$ cat config.mk
export PLATFORM = sky130hd
export DESIGN_NAME = status_led_pattern_engine_unit
export DESIGN_NICKNAME = d
export VERILOG_FILES = /design/src/sv/slpe_pkg.sv /design/src/sv/status_led_pattern_engine_unit.sv /design/src/sv/slpe_fifo.sv /design/src/sv/slpe_front.sv /design/src/sv/slpe_modser.sv /design/src/sv/slpe_back.sv
export SDC_FILE = /design/constraint.sdc
export NUM_CORES = 2
export LEC_CHECK = 0
export BUFFER_PORTS_ARGS = -buffer_cell sky130_fd_sc_hd__buf_2
export CORE_MARGIN = 5
export CORE_UTILIZATION = 60
export DETAILED_ROUTE_END_ITERATION = 6
export GPL_TIMING_DRIVEN = 1
export PLACE_DENSITY_LB_ADDON = 0.1
export SYNTH_ARGS = -nofsm -noshare
export SYNTH_HDL_FRONTEND = slang
export SYNTH_HIERARCHICAL = 1
export SYNTH_SLANG_ARGS = --single-unit
$ cat constraint.sdc
create_clock -name clk -period 8.1 [get_ports clk]
set_input_delay 1.215 -clock clk [delete_from_list [all_inputs] [get_ports clk]]
set_output_delay 1.215 -clock clk [all_outputs]
set_load 0.05 [all_outputs]
$ cat src/sv/slpe_pkg.sv
// Package for the status LED pattern engine.
// Holds action, op and overlay codes, register indexes and shared item types.
// No dependencies.
package slpe_pkg;

  // Input action codes
  localparam logic [2:0] ACT_RENDER  = 3'd0;
  localparam logic [2:0] ACT_LINK    = 3'd1;
  localparam logic [2:0] ACT_OVERLAY = 3'd2;
  localparam logic [2:0] ACT_MODE    = 3'd3;
  localparam logic [2:0] ACT_PROV    = 3'd4;

  // Classified operations handed from front to back
  localparam logic [2:0] OP_NOP     = 3'd0;
  localparam logic [2:0] OP_RENDER  = 3'd1;
  localparam logic [2:0] OP_LINK    = 3'd2;
  localparam logic [2:0] OP_OVERLAY = 3'd3;
  localparam logic [2:0] OP_MODE    = 3'd4;
  localparam logic [2:0] OP_PROV    = 3'd5;

  // Overlay kinds
  localparam logic [3:0] OVL_PING      = 4'd0;
  localparam logic [3:0] OVL_ERROR     = 4'd1;
  localparam logic [3:0] OVL_SPK_ON    = 4'd2;
  localparam logic [3:0] OVL_SPK_OFF   = 4'd3;
  localparam logic [3:0] OVL_MUTE_ON   = 4'd4;
  localparam logic [3:0] OVL_MUTE_OFF  = 4'd5;
  localparam logic [3:0] OVL_VOLUME    = 4'd6;
  localparam logic [3:0] OVL_REBOOT    = 4'd7;
  localparam logic [3:0] OVL_PROV_ACC  = 4'd8;
  localparam logic [3:0] OVL_PROV_REJ  = 4'd9;
  localparam logic [3:0] OVL_PROV_SAVE = 4'd10;
  localparam logic [3:0] OVL_PROV_TMO  = 4'd11;
  localparam logic [3:0] OVL_NONE      = 4'd15;

  // Base modes
  localparam logic [1:0] MODE_IDLE   = 2'd0;
  localparam logic [1:0] MODE_LISTEN = 2'd1;
  localparam logic [1:0] MODE_THINK  = 2'd2;
  localparam logic [1:0] MODE_SPEAK  = 2'd3;

  localparam logic [6:0] VOL_MAX = 7'd100;

  // Configuration register indexes and reset values
  localparam logic CFG_FRAME = 1'b0;
  localparam logic CFG_GRACE = 1'b1;
  localparam logic [9:0]  FRAME_RESET = 10'd25;
  localparam logic [15:0] GRACE_RESET = 16'd3000;

  typedef struct packed {
    logic [2:0]  op;
    logic [31:0] now;
    logic        flag;
    logic [3:0]  kind;
    logic [6:0]  vol;
    logic [1:0]  mode;
  } item_t;

  typedef struct packed {
    logic        strobe;
    logic [11:0] colour;
  } result_t;

  typedef struct packed {
    logic [9:0]  frame;
    logic [15:0] grace;
  } cfg_t;

endpackage

$ cat src/sv/status_led_pattern_engine_unit.sv
// Top level of the status LED pattern engine: configuration registers,
// front-end queue and back-end executor. Depends on slpe_pkg, slpe_front, slpe_back.
//
// Input channel: drive the item fields with push high; the beat is taken at a
// clock edge where full is low. Result channel: while empty is low the oldest
// result (write_strobe, red, green, blue) is shown; pop high takes the beat.
// Every input beat gives exactly one result beat, in order.
// Configuration: cfg_we with cfg_index 0 (frame interval) or 1 (grace time)
// writes cfg_data at that edge; write only while the block is idle.
// Rate: link, overlay, mode, provisioning and ignored items run one per cycle
// in the back end while the result queue has room. A render tick is launched,
// then runs in the remainder unit (reciprocal multiply, then multiply back and
// subtract, each registered), then finishes; no other item is taken meanwhile.
// With empty queues a result passes through the item queue and the result queue.
// The item queue holds QUEUE_DEPTH beats so input keeps flowing while the
// back end is busy; when the result side stalls, up to OUT_DEPTH results wait
// and the back end then holds until pop frees room.
// Reset: control, pattern and configuration state return to idle values, colour dark, queues empty.
module status_led_pattern_engine_unit
  import slpe_pkg::*;
#(
  parameter int QUEUE_DEPTH = 4,
  parameter int OUT_DEPTH   = 2
) (
  input  logic        clk,
  input  logic        rst,
  input  logic        push,
  output logic        full,
  input  logic [2:0]  action,
  input  logic [31:0] now_ms,
  input  logic        flag,
  input  logic [3:0]  overlay_kind,
  input  logic [6:0]  overlay_value,
  input  logic [1:0]  mode,
  output logic        empty,
  input  logic        pop,
  output logic        write_strobe,
  output logic [3:0]  red,
  output logic [3:0]  green,
  output logic [3:0]  blue,
  input  logic        cfg_we,
  input  logic        cfg_index,
  input  logic [15:0] cfg_data
);
  cfg_t    cfg;
  item_t   q_item;
  logic    q_valid, q_pop;
  result_t res;

  // configuration registers
  always_ff @(posedge clk) begin
    if (rst) begin
      cfg.frame <= FRAME_RESET;
      cfg.grace <= GRACE_RESET;
    end else if (cfg_we) begin
      case (cfg_index)
        CFG_FRAME: cfg.frame <= cfg_data[9:0];
        CFG_GRACE: cfg.grace <= cfg_data;
        default: ;
      endcase
    end
  end

  slpe_front #(.DEPTH(QUEUE_DEPTH)) u_front (
    .clk           (clk),
    .rst           (rst),
    .push          (push),
    .full          (full),
    .action        (action),
    .now_ms        (now_ms),
    .flag          (flag),
    .overlay_kind  (overlay_kind),
    .overlay_value (overlay_value),
    .mode          (mode),
    .q_item        (q_item),
    .q_valid       (q_valid),
    .q_pop         (q_pop)
  );

  slpe_back #(.OUT_DEPTH(OUT_DEPTH)) u_back (
    .clk     (clk),
    .rst     (rst),
    .q_item  (q_item),
    .q_valid (q_valid),
    .q_pop   (q_pop),
    .cfg     (cfg),
    .empty   (empty),
    .pop     (pop),
    .res     (res)
  );

  assign write_strobe = res.strobe;
  assign red          = res.colour[11:8];
  assign green        = res.colour[7:4];
  assign blue         = res.colour[3:0];
endmodule

$ cat src/sv/slpe_fifo.sv
// Small register FIFO used for the item queue and the result queue.
// Standalone; DEPTH must be a power of two.
module slpe_fifo #(
  parameter int W     = 8,
  parameter int DEPTH = 4
) (
  input  logic         clk,
  input  logic         rst,
  input  logic         wr,
  input  logic [W-1:0] wdata,
  input  logic         rd,
  output logic [W-1:0] rdata,
  output logic         full,
  output logic         empty
);
  localparam int AW = $clog2(DEPTH);

  logic [W-1:0]  mem [DEPTH];
  logic [AW-1:0] wp, rp;
  logic [AW:0]   count;
  logic          do_wr, do_rd;

  assign full  = (count == (AW+1)'(DEPTH));
  assign empty = (count == '0);
  assign do_wr = wr && !full;
  assign do_rd = rd && !empty;
  assign rdata = mem[rp];

  // pointers and fill count
  always_ff @(posedge clk) begin
    if (rst) begin
      wp    <= '0;
      rp    <= '0;
      count <= '0;
    end else begin
      if (do_wr) wp <= wp + 1'b1;
      if (do_rd) rp <= rp + 1'b1;
      if (do_wr && !do_rd) count <= count + 1'b1;
      else if (do_rd && !do_wr) count <= count - 1'b1;
    end
  end

  // storage
  always_ff @(posedge clk) begin
    if (do_wr) mem[wp] <= wdata;
  end
endmodule

$ cat src/sv/slpe_front.sv
// Front end: accepts input beats, classifies the action, saturates the volume
// and queues the item. Depends on slpe_pkg and slpe_fifo.
module slpe_front
  import slpe_pkg::*;
#(
  parameter int DEPTH = 4
) (
  input  logic        clk,
  input  logic        rst,
  input  logic        push,
  output logic        full,
  input  logic [2:0]  action,
  input  logic [31:0] now_ms,
  input  logic        flag,
  input  logic [3:0]  overlay_kind,
  input  logic [6:0]  overlay_value,
  input  logic [1:0]  mode,
  output item_t       q_item,
  output logic        q_valid,
  input  logic        q_pop
);
  item_t in_item;
  logic  q_empty;

  // classify the action
  always_comb begin
    in_item.now  = now_ms;
    in_item.flag = flag;
    in_item.kind = overlay_kind;
    in_item.vol  = (overlay_value > VOL_MAX) ? VOL_MAX : overlay_value;
    in_item.mode = mode;
    case (action)
      ACT_RENDER:  in_item.op = OP_RENDER;
      ACT_LINK:    in_item.op = OP_LINK;
      ACT_OVERLAY: in_item.op = (overlay_kind <= OVL_PROV_TMO) ? OP_OVERLAY : OP_NOP;
      ACT_MODE:    in_item.op = OP_MODE;
      ACT_PROV:    in_item.op = OP_PROV;
      default:     in_item.op = OP_NOP;
    endcase
  end

  slpe_fifo #(.W($bits(item_t)), .DEPTH(DEPTH)) u_queue (
    .clk   (clk),
    .rst   (rst),
    .wr    (push),
    .wdata (in_item),
    .rd    (q_pop),
    .rdata (q_item),
    .full  (full),
    .empty (q_empty)
  );

  assign q_valid = !q_empty;
endmodule

$ cat src/sv/slpe_modser.sv
// Remainder unit: x mod dv by reciprocal multiplication, a registered quotient estimate then a registered remainder.
// Standalone; dv must be one of the pattern periods 1000, 1200, 1800 or 2200.
module slpe_modser (
  input  logic        clk,
  input  logic        rst,
  input  logic        start,
  input  logic [31:0] x,
  input  logic [11:0] dv,
  output logic        busy,
  output logic [11:0] rem
);
  // floor(2^32 / period)
  localparam logic [22:0] RCP_1000 = 23'd4294967;
  localparam logic [22:0] RCP_1200 = 23'd3579139;
  localparam logic [22:0] RCP_1800 = 23'd2386092;
  localparam logic [22:0] RCP_2200 = 23'd1952257;

  logic [31:0] xr;
  logic [11:0] dvr;
  logic [22:0] rcp, rcp_sel;
  logic [54:0] prod;
  logic [22:0] q;
  logic [31:0] qd;
  logic [12:0] r;
  logic [1:0]  cnt;

  // reciprocal for the requested period
  always_comb begin
    case (dv)
      12'd1000: rcp_sel = RCP_1000;
      12'd1200: rcp_sel = RCP_1200;
      12'd1800: rcp_sel = RCP_1800;
      12'd2200: rcp_sel = RCP_2200;
      default:  rcp_sel = '0;
    endcase
  end

  // quotient estimate is exact or one low; remainder estimate below 2*dv
  assign prod = 55'(xr) * 55'(rcp);
  assign qd   = 32'(q) * 32'(dvr);

  always_ff @(posedge clk) begin
    if (rst) begin
      cnt <= '0;
    end else if (start) begin
      cnt <= 2'd2;
    end else if (cnt != '0) begin
      cnt <= cnt - 1'b1;
    end
  end

  always_ff @(posedge clk) begin
    if (start) begin
      xr  <= x;
      dvr <= dv;
      rcp <= rcp_sel;
    end
    if (cnt == 2'd2) q <= prod[54:32];
    if (cnt == 2'd1) r <= 13'(xr - qd);
  end

  // final correction by one subtract
  assign busy = (cnt != '0);
  assign rem  = (r >= {1'b0, dvr}) ? 12'(r - {1'b0, dvr}) : r[11:0];
endmodule

$ cat src/sv/slpe_back.sv
// Back end: holds pattern state, executes queued items, renders colours and
// queues results. Depends on slpe_pkg, slpe_modser and slpe_fifo.
module slpe_back
  import slpe_pkg::*;
#(
  parameter int OUT_DEPTH = 2
) (
  input  logic    clk,
  input  logic    rst,
  input  item_t   q_item,
  input  logic    q_valid,
  output logic    q_pop,
  input  cfg_t    cfg,
  output logic    empty,
  input  logic    pop,
  output result_t res
);
  localparam logic ST_IDLE = 1'b0;
  localparam logic ST_MOD  = 1'b1;

  localparam logic [2:0] SEL_NONE   = 3'd0;
  localparam logic [2:0] SEL_SPEAK  = 3'd1;
  localparam logic [2:0] SEL_LISTEN = 3'd2;
  localparam logic [2:0] SEL_THINK  = 3'd3;
  localparam logic [2:0] SEL_PROV   = 3'd4;
  localparam logic [2:0] SEL_AMBER  = 3'd5;

  // floor(d * mul / dv) for small results, by constant threshold compares
  function automatic logic [3:0] scale(logic [11:0] d, int unsigned mul, int unsigned dv);
    logic [3:0] q;
    q = '0;
    for (int unsigned k = 1; k < 16; k++) begin
      if (32'(d) * mul >= dv * k) q = 4'(k);
    end
    return q;
  endfunction

  logic        state;
  logic [1:0]  base_mode;
  logic        prov_on;
  logic        link_av;
  logic [31:0] lost_time;
  logic        loss_rep;
  logic [3:0]  active_ovl;
  logic [31:0] ovl_start;
  logic [6:0]  ovl_vol;
  logic [11:0] last_col;
  logic [31:0] last_wt;

  item_t       cur;
  logic [2:0]  cur_sel;
  logic        cur_amb;

  logic [31:0] since;
  logic        amb;
  logic [2:0]  sel;
  logic [31:0] mx;
  logic [11:0] mdv;
  logic        mod_start, mod_busy;
  logic [11:0] ph;

  logic [31:0] e;
  logic [9:0]  ev, dref;
  logic        ovl_run;
  logic [11:0] ovl_col, base_col, fin_col;
  logic        fin_write;
  logic        out_full, res_push, take_item, finish;
  result_t     res_data;

  // pick the base pattern and the remainder it needs
  always_comb begin
    since = q_item.now - lost_time;
    amb   = !link_av && (since >= {16'b0, cfg.grace});
    mx    = q_item.now;
    mdv   = 12'd1200;
    if (base_mode == MODE_SPEAK) sel = SEL_SPEAK;
    else if (base_mode == MODE_LISTEN) sel = SEL_LISTEN;
    else if (base_mode == MODE_THINK) begin
      sel = SEL_THINK;
      mdv = 12'd1000;
    end else if (prov_on) begin
      sel = SEL_PROV;
      mdv = 12'd1800;
    end else if (amb) begin
      sel = SEL_AMBER;
      mx  = since - {16'b0, cfg.grace};
      mdv = 12'd2200;
    end else sel = SEL_NONE;
  end

  assign mod_start = (state == ST_IDLE) && q_valid && (q_item.op == OP_RENDER);

  slpe_modser u_mod (
    .clk   (clk),
    .rst   (rst),
    .start (mod_start),
    .x     (mx),
    .dv    (mdv),
    .busy  (mod_busy),
    .rem   (ph)
  );

  // base colour from the phase
  always_comb begin
    base_col = 12'h000;
    case (cur_sel)
      SEL_SPEAK: base_col = {4'd0, 4'd5, 4'd0};
      SEL_LISTEN: begin
        if (ph < 12'd180) base_col = {8'd0, 4'd10 + scale(ph, 5, 180)};
        else if (ph < 12'd760) base_col = {8'd0, 4'd15};
        else base_col = {8'd0, 4'd15 - scale(ph - 12'd760, 5, 440)};
      end
      SEL_THINK: begin
        if (ph < 12'd100) base_col = {4'd5, 4'd0, 4'd7};
        else if (ph >= 12'd200 && ph < 12'd280) base_col = {4'd3, 4'd0, 4'd4};
      end
      SEL_PROV: begin
        if (ph < 12'd100 || (ph >= 12'd220 && ph < 12'd300)) base_col = {4'd0, 4'd5, 4'd7};
      end
      SEL_AMBER: begin
        if (ph < 12'd90 || (ph >= 12'd170 && ph < 12'd240)) base_col = {4'd9, 4'd5, 4'd0};
      end
      default: base_col = 12'h000;
    endcase
  end

  // overlay colour and expiry
  always_comb begin
    e       = cur.now - ovl_start;
    ev      = e[9:0];
    dref    = '0;
    ovl_run = 1'b0;
    ovl_col = 12'h000;
    case (active_ovl)
      OVL_PING: begin
        ovl_run = (e < 32'd250);
        dref    = 10'd250 - ev;
        ovl_col = {3{scale({2'b0, dref}, 8, 250)}};
      end
      OVL_ERROR: begin
        ovl_run = (e < 32'd780);
        if (ev < 10'd110 || (ev >= 10'd180 && ev < 10'd290) || (ev >= 10'd360 && ev < 10'd470))
          ovl_col = {4'd7, 4'd0, 4'd0};
      end
      OVL_SPK_ON, OVL_SPK_OFF: begin
        ovl_run = (e < 32'd300);
        if (ev < 10'd70 || (ev >= 10'd140 && ev < 10'd240)) begin
          if (active_ovl == OVL_SPK_ON) ovl_col = {4'd0, (ev < 10'd100) ? 4'd4 : 4'd7, 4'd0};
          else ovl_col = {(ev < 10'd100) ? 4'd7 : 4'd4, 8'd0};
        end
      end
      OVL_MUTE_ON: begin
        ovl_run = (e < 32'd160);
        ovl_col = {4'd9, 4'd2, 4'd0};
      end
      OVL_MUTE_OFF: begin
        ovl_run = (e < 32'd160);
        ovl_col = {4'd0, 4'd7, 4'd0};
      end
      OVL_VOLUME: begin
        ovl_run = (e < 32'd160);
        ovl_col = {4'd0, 4'd2 + scale({5'b0, ovl_vol}, 5, 100), 4'd0};
      end
      OVL_REBOOT: begin
        ovl_run = (e < 32'd900);
        dref    = (ev < 10'd450) ? ev : 10'd900 - ev;
        ovl_col = {4'd0, 4'd2 + scale({2'b0, dref}, 10, 450), 4'd0};
      end
      OVL_PROV_ACC, OVL_PROV_SAVE: begin
        ovl_run = (e < 32'd300);
        if (ev < 10'd90 || (ev >= 10'd160 && ev < 10'd250)) ovl_col = {4'd0, 4'd7, 4'd0};
      end
      OVL_PROV_REJ: begin
        ovl_run = (e < 32'd320);
        if (ev < 10'd70 || (ev >= 10'd120 && ev < 10'd190) || (ev >= 10'd240 && ev < 10'd310))
          ovl_col = {4'd7, 4'd0, 4'd0};
      end
      OVL_PROV_TMO: begin
        ovl_run = (e < 32'd500);
        dref    = (ev < 10'd250) ? ev : 10'd500 - ev;
        ovl_col = {scale({2'b0, dref}, 9, 250), scale({2'b0, dref}, 5, 250), 4'd0};
      end
      default: ovl_run = 1'b0;
    endcase
  end

  // final colour and frame pacing
  assign fin_col   = ovl_run ? ovl_col : base_col;
  assign fin_write = (fin_col != last_col) && ((cur.now - last_wt) >= {22'b0, cfg.frame});

  assign take_item = (state == ST_IDLE) && q_valid && (q_item.op != OP_RENDER) && !out_full;
  assign finish    = (state == ST_MOD) && !mod_busy && !out_full;
  assign q_pop     = mod_start || take_item;
  assign res_push  = take_item || finish;

  always_comb begin
    if (state == ST_MOD) begin
      res_data.strobe = fin_write;
      res_data.colour = fin_write ? fin_col : last_col;
    end else begin
      res_data.strobe = 1'b0;
      res_data.colour = last_col;
    end
  end

  // control state and pattern state
  always_ff @(posedge clk) begin
    if (rst) begin
      state      <= ST_IDLE;
      base_mode  <= MODE_IDLE;
      prov_on    <= 1'b0;
      link_av    <= 1'b1;
      lost_time  <= '0;
      loss_rep   <= 1'b0;
      active_ovl <= OVL_NONE;
      ovl_start  <= '0;
      ovl_vol    <= '0;
      last_col   <= '0;
      last_wt    <= '0;
    end else begin
      case (state)
        ST_IDLE: begin
          if (mod_start) state <= ST_MOD;
          else if (take_item) begin
            case (q_item.op)
              OP_LINK: begin
                if (q_item.flag != link_av) begin
                  link_av <= q_item.flag;
                  if (!q_item.flag) begin
                    lost_time <= q_item.now;
                    loss_rep  <= 1'b0;
                  end else if (loss_rep) begin
                    active_ovl <= OVL_PING;
                    ovl_start  <= q_item.now;
                    ovl_vol    <= '0;
                    loss_rep   <= 1'b0;
                  end
                end
              end
              OP_OVERLAY: begin
                active_ovl <= q_item.kind;
                ovl_start  <= q_item.now;
                ovl_vol    <= q_item.vol;
              end
              OP_MODE: base_mode <= q_item.mode;
              OP_PROV: prov_on <= q_item.flag;
              default: ;
            endcase
          end
        end
        ST_MOD: begin
          if (finish) begin
            state <= ST_IDLE;
            if (cur_amb) loss_rep <= 1'b1;
            if (!ovl_run) active_ovl <= OVL_NONE;
            if (fin_write) begin
              last_col <= fin_col;
              last_wt  <= cur.now;
            end
          end
        end
        default: state <= ST_IDLE;
      endcase
    end
  end

  // render tick held while the remainder runs
  always_ff @(posedge clk) begin
    if (mod_start) begin
      cur     <= q_item;
      cur_sel <= sel;
      cur_amb <= amb && (sel == SEL_AMBER);
    end
  end

  slpe_fifo #(.W($bits(result_t)), .DEPTH(OUT_DEPTH)) u_out (
    .clk   (clk),
    .rst   (rst),
    .wr    (res_push),
    .wdata (res_data),
    .rd    (pop),
    .rdata (res),
    .full  (out_full),
    .empty (empty)
  );
endmodule

==> Implementation_results.wiki <==
{| class="wikitable"
! Metric !! Value
|-
| Die X-Extent || 319.5 um
|-
| Routed wire length || about 160 mm
|-
| Die height || between 300 and 400 um
|-
| Top achievable clock speed || ~120 MHz
|-
| Beginning of the worst register-to-register path || u_back/cur[14]
|-
| Hold buffer count at cts || 0
|-
| Initial antenna violation count || 6
|-
| Overall fraction of global-route tracks in use || 31.55%
|-
| Area of the mapped netlist || 57,490 um2
|-
| Max Buffers Root-to-Sink || 3
|-
| Hold endpoint || u_back/lost_time[28]
|-
| Post-Syn Instances || 6,163
|-
| Via density per instance || 5.837
|-
| Remaining Overflow, GRT || 0
|-
| Critical setup path kind || flop to flop
|-
| Pin count of the biggest net entering global routing || 113
|-
| Detail Route Antenna Nets || 0
|-
| Post-synthesis to final-layout area growth || 13.56%
|-
| Clock input transition at the sequential cells of the worst setup and hold paths || 0.07 ns
|-
| Number of instances on the worst hold path || 2
|-
| First-pass GRT wire length || 257.8 mm
|-
| Via count of the first global-routing pass || ~47,000
|-
| Clock net sink count || 508
|-
| Commonest non-fill, non-tap cells in the layout || sky130_fd_sc_hd__inv_1 (1,026), sky130_fd_sc_hd__nand2_1 (706), sky130_fd_sc_hd__fa_1 (621), sky130_fd_sc_hd__buf_4 (514), sky130_fd_sc_hd__ha_1 (430)
|-
| Number of rows created at floorplan || between 100 and 150
|-
| Type of element capturing the critical path || flop
|-
| Floorplan Core Area || approximately 95,000 um2
|-
| Synthesis Warnings || 6
|-
| CP delay by family, top || compound AO/OA/AOI/OAI gates
|-
| Clk root buf || sky130_fd_sc_hd__clkbuf_16
|-
| Seq cells post-synth || 508
|-
| Post-detailed-placement half-perimeter wirelength || 131.9 mm
|-
| Weighted congestion reported at the end of routability-driven placement || 0.9796
|-
| Clock tree from TritonCTS || yes
|-
| Number of enable-type register cells in the synthesized netlist || 341
|-
| Routed vias || 46,340
|-
| Unique cell type count in the Yosys netlist || between 100 and 150
|-
| Fraction of layout instances using a drive strength above 1 || 14.76%
|-
| Cts bufs inserted || 55
|-
| Final critical path time including I/O delays and setup || between 8 and 9 ns
|-
| Setup-violating endpoint count in the final report || 67
|-
| Post-route clock skew || 0.03426 ns
|-
| Area of the multi-input gates || between 30,000 and 40,000 um2
|-
| Fraction of registers with async set/reset || 0%
|-
| Worst hold path type || flop to flop
|-
| DRC violations left || 0
|-
| Average detailed-routed wire length per instance || 20.53 um
|-
| Sequential cell area || 13,590 um2
|-
| Crit path max-delay cell type || sky130_fd_sc_hd__a2111o_1
|-
| Actual transition at the worst max-transition pin || 1.156 ns
|-
| Filler cell count || 7,744
|-
| IO buf count || 85
|-
| Fin. Hold Viols || 0
|-
| Seq/Total Area, Yosys || a little under a quarter
|-
| Mean instance size in the synthesized netlist || between 9 and 10 um2
|-
| Largest stage delay on the critical path || between 0.4 and 0.5 ns
|-
| Outcome || complete, but fails checks
|-
| Hold path start || u_back/lost_time[28]
|-
| DIE AREA || 102,100 um2
|-
| CP arrival || between 8 and 9 ns
|-
| Crit path max fanout || 7
|-
| Commonest non-fill, non-tap cell in the layout || sky130_fd_sc_hd__inv_1
|-
| Number of cells on the critical path || 37
|-
| Total negative slack || -5.641 ns
|-
| Number of cells on the worst reg-to-reg path || 37
|-
| Critical Path Source || u_back/cur[14]
|-
| Commonest register cell after synthesis || sky130_fd_sc_hd__edfxtp_1
|-
| Number of design-rule violations left by the first detailed-router iteration || 3,909
|-
| Critical Path RT || 8.46 ns
|-
| Period utilization || 102.0%
|-
| Max-cap check violation count || 0
|-
| Top-level port count || 86
|-
| Starting Density || between 60% and 70%
|-
| Worst-case setup margin in the final layout || -0.1595 ns
|-
| Terminus of the critical flop-to-flop path || u_back/u_out/mem[0][7]
|-
| Worst slew margin relative to its limit || between 20 and 25%
|-
| Clock Latency Late Sink || 0.64 ns
|-
| Violations in the final reports || setup timing
|-
| Critical path startpoint category || flop
|-
| Bufs and invs on worst path || 5
|-
| Unrepaired setup endpoints after global routing || true
|-
| Count of final max-slew check failures || 0
|-
| Layout Nets || between 7,000 and 8,000
|-
| Library cell appearing most often on the critical path || sky130_fd_sc_hd__a21oi_2
|-
| Reg2reg setup slack || -0.16 ns
|-
| H-tree depth || 2
|-
| Number of iterations in the first detailed-routing pass || 6
|}
[per-layer routing]
metal | global-route usage (%) | share of wire [%]
met1 | 43.82 | 43
met2 | 51.19 | 46
met3 | 5.881 | 7.9
met4 | 9.198 | 3.3
met5 | 0 | 0
[synthesized netlist by cell type (15+ instances only)]
cell type,n,share of area (%)
sky130_fd_sc_hd__inv_1,1028,6.7
sky130_fd_sc_hd__nand2_1,706,4.6
sky130_fd_sc_hd__fa_1,623,22
sky130_fd_sc_hd__ha_1,437,9.5
sky130_fd_sc_hd__edfxtp_1,341,18
sky130_fd_sc_hd__a21oi_1,300,2.6
sky130_fd_sc_hd__nor2_1,299,2.0
sky130_fd_sc_hd__clkbuf_1,183,1.2
sky130_fd_sc_hd__o21ai_0,182,1.6
sky130_fd_sc_hd__xnor2_1,172,2.6
sky130_fd_sc_hd__dfxtp_1,167,5.8
sky130_fd_sc_hd__and2_1,166,1.8
sky130_fd_sc_hd__nand2b_1,139,1.5
sky130_fd_sc_hd__nor3_1,89,0.77
sky130_fd_sc_hd__xor2_1,89,1.4
sky130_fd_sc_hd__a21o_1,88,1.1
sky130_fd_sc_hd__nand3_1,87,0.76
sky130_fd_sc_hd__mux2i_1,85,1.5
sky130_fd_sc_hd__mux2_2,52,1.0
sky130_fd_sc_hd__a211oi_1,51,0.67
sky130_fd_sc_hd__mux4_2,47,1.8
sky130_fd_sc_hd__nor2b_1,47,0.51
sky130_fd_sc_hd__a31oi_1,46,0.50
sky130_fd_sc_hd__o21a_1,42,0.55
sky130_fd_sc_hd__o211ai_1,41,0.54
sky130_fd_sc_hd__nand4_1,39,0.42
sky130_fd_sc_hd__and3_1,36,0.39
sky130_fd_sc_hd__o31ai_1,29,0.38
sky130_fd_sc_hd__nor4_1,28,0.30
sky130_fd_sc_hd__or3_1,24,0.26
sky130_fd_sc_hd__a211o_1,23,0.35
sky130_fd_sc_hd__o21ai_1,22,0.19
sky130_fd_sc_hd__o21bai_1,21,0.27
sky130_fd_sc_hd__o22ai_1,21,0.23
sky130_fd_sc_hd__nor3b_1,20,0.26
sky130_fd_sc_hd__or2_2,20,0.22
sky130_fd_sc_hd__o2111ai_1,17,0.26
sky130_fd_sc_hd__a21boi_0,15,0.20
[what timing repair did]
action / CTS / global route
setup endpoints to repair: 71 / 77
hold endpoints to repair: 0 / 0
pin swaps: 27 / 37
cloned: 1 / 3
gates resized for setup: 66 / 41
setup buffers: 19 / 21
[worst max path at each step]
| stage | end | slack, ns |
|---|---|---|
| floorplan | u_back/u_out/mem[0][11] | 0.03 |
| global placement | u_back/u_out/mem[0][11] | -0.31 |
| detailed placement | u_back/u_out/mem[1][11] | -0.45 |
| CTS | u_back/u_out/mem[1][7] | -0.03 |
| global route | u_back/u_out/mem[0][7] | -0.45 |
| finish | u_back/u_out/mem[0][7] | -0.16 |
[sequential cells by signal, indices dropped and copies added, names as in the netlist, 3 cells and up, named ones only]
signal                 count
u_back/ovl_start          32
u_back/u_out/mem          26
u_back/cur_sel             3
u_back/active_ovl          4
u_back/u_mod/dvr          12
u_back/last_col           12
u_front/u_queue/mem      196
u_front/u_queue/count      3
cfg                       26
u_back/u_mod/xr           32
u_back/u_mod/r            13
u_back/u_mod/rcp          13
u_back/lost_time          32
u_back/u_mod/q            13
u_back/cur                32
u_back/last_wt            32
u_back/ovl_vol             7
[worst min-delay path, cell delays in order, from the launching register on]
cell and delay, ns:
sky130_fd_sc_hd__dfxtp_1 0.31, sky130_fd_sc_hd__nand2_1 0.05, sky130_fd_sc_hd__a21oi_1 0.05
[cell families after synthesis]
logic type,count (synthesis),share of synthesized area (%)
adders and majority gates,1060,31.21
AOI/OAI and AO/OA,1106,12.91
buffers and inverters,1251,8.419
and+or+nand+nor,1777,15.09
muxes,197,4.693
other,1,0.006523
DFF,508,23.63
xor gates and xnor gates,263,4.044
[area by class of cell]
class                   count  area share (%)
multi-input cells        4410           60.72
flip-flops and latches    508           20.81
repair buffers            623           7.203
inverters                1028           5.911
well taps                1265           2.424
clock buffers              67           2.240
clock inverters            37          0.6766
diodes                      2        0.007666
[through the flow]
stage	instances	utilization [%]	setup slack [ns]	hold slack, ns	area [um2]
2_1_floorplan	6168	-	0.03094	0.4354	57530
3_3_place_gp	7791	65.73	-0.3117	0.4416	62450
3_5_place_dp	7791	65.73	-0.4489	0.4465	62450
4_1_cts	7914	68.25	-0.02563	0.4555	64840
5_1_grt	7938	68.71	-0.4465	0.4779	65280
6_report	7940	68.71	-0.1595	0.4544	65280
Power is left out: the tool's default activity adds up to more than one toggle a clock period on the data nets, which glitch-free logic cannot reach.
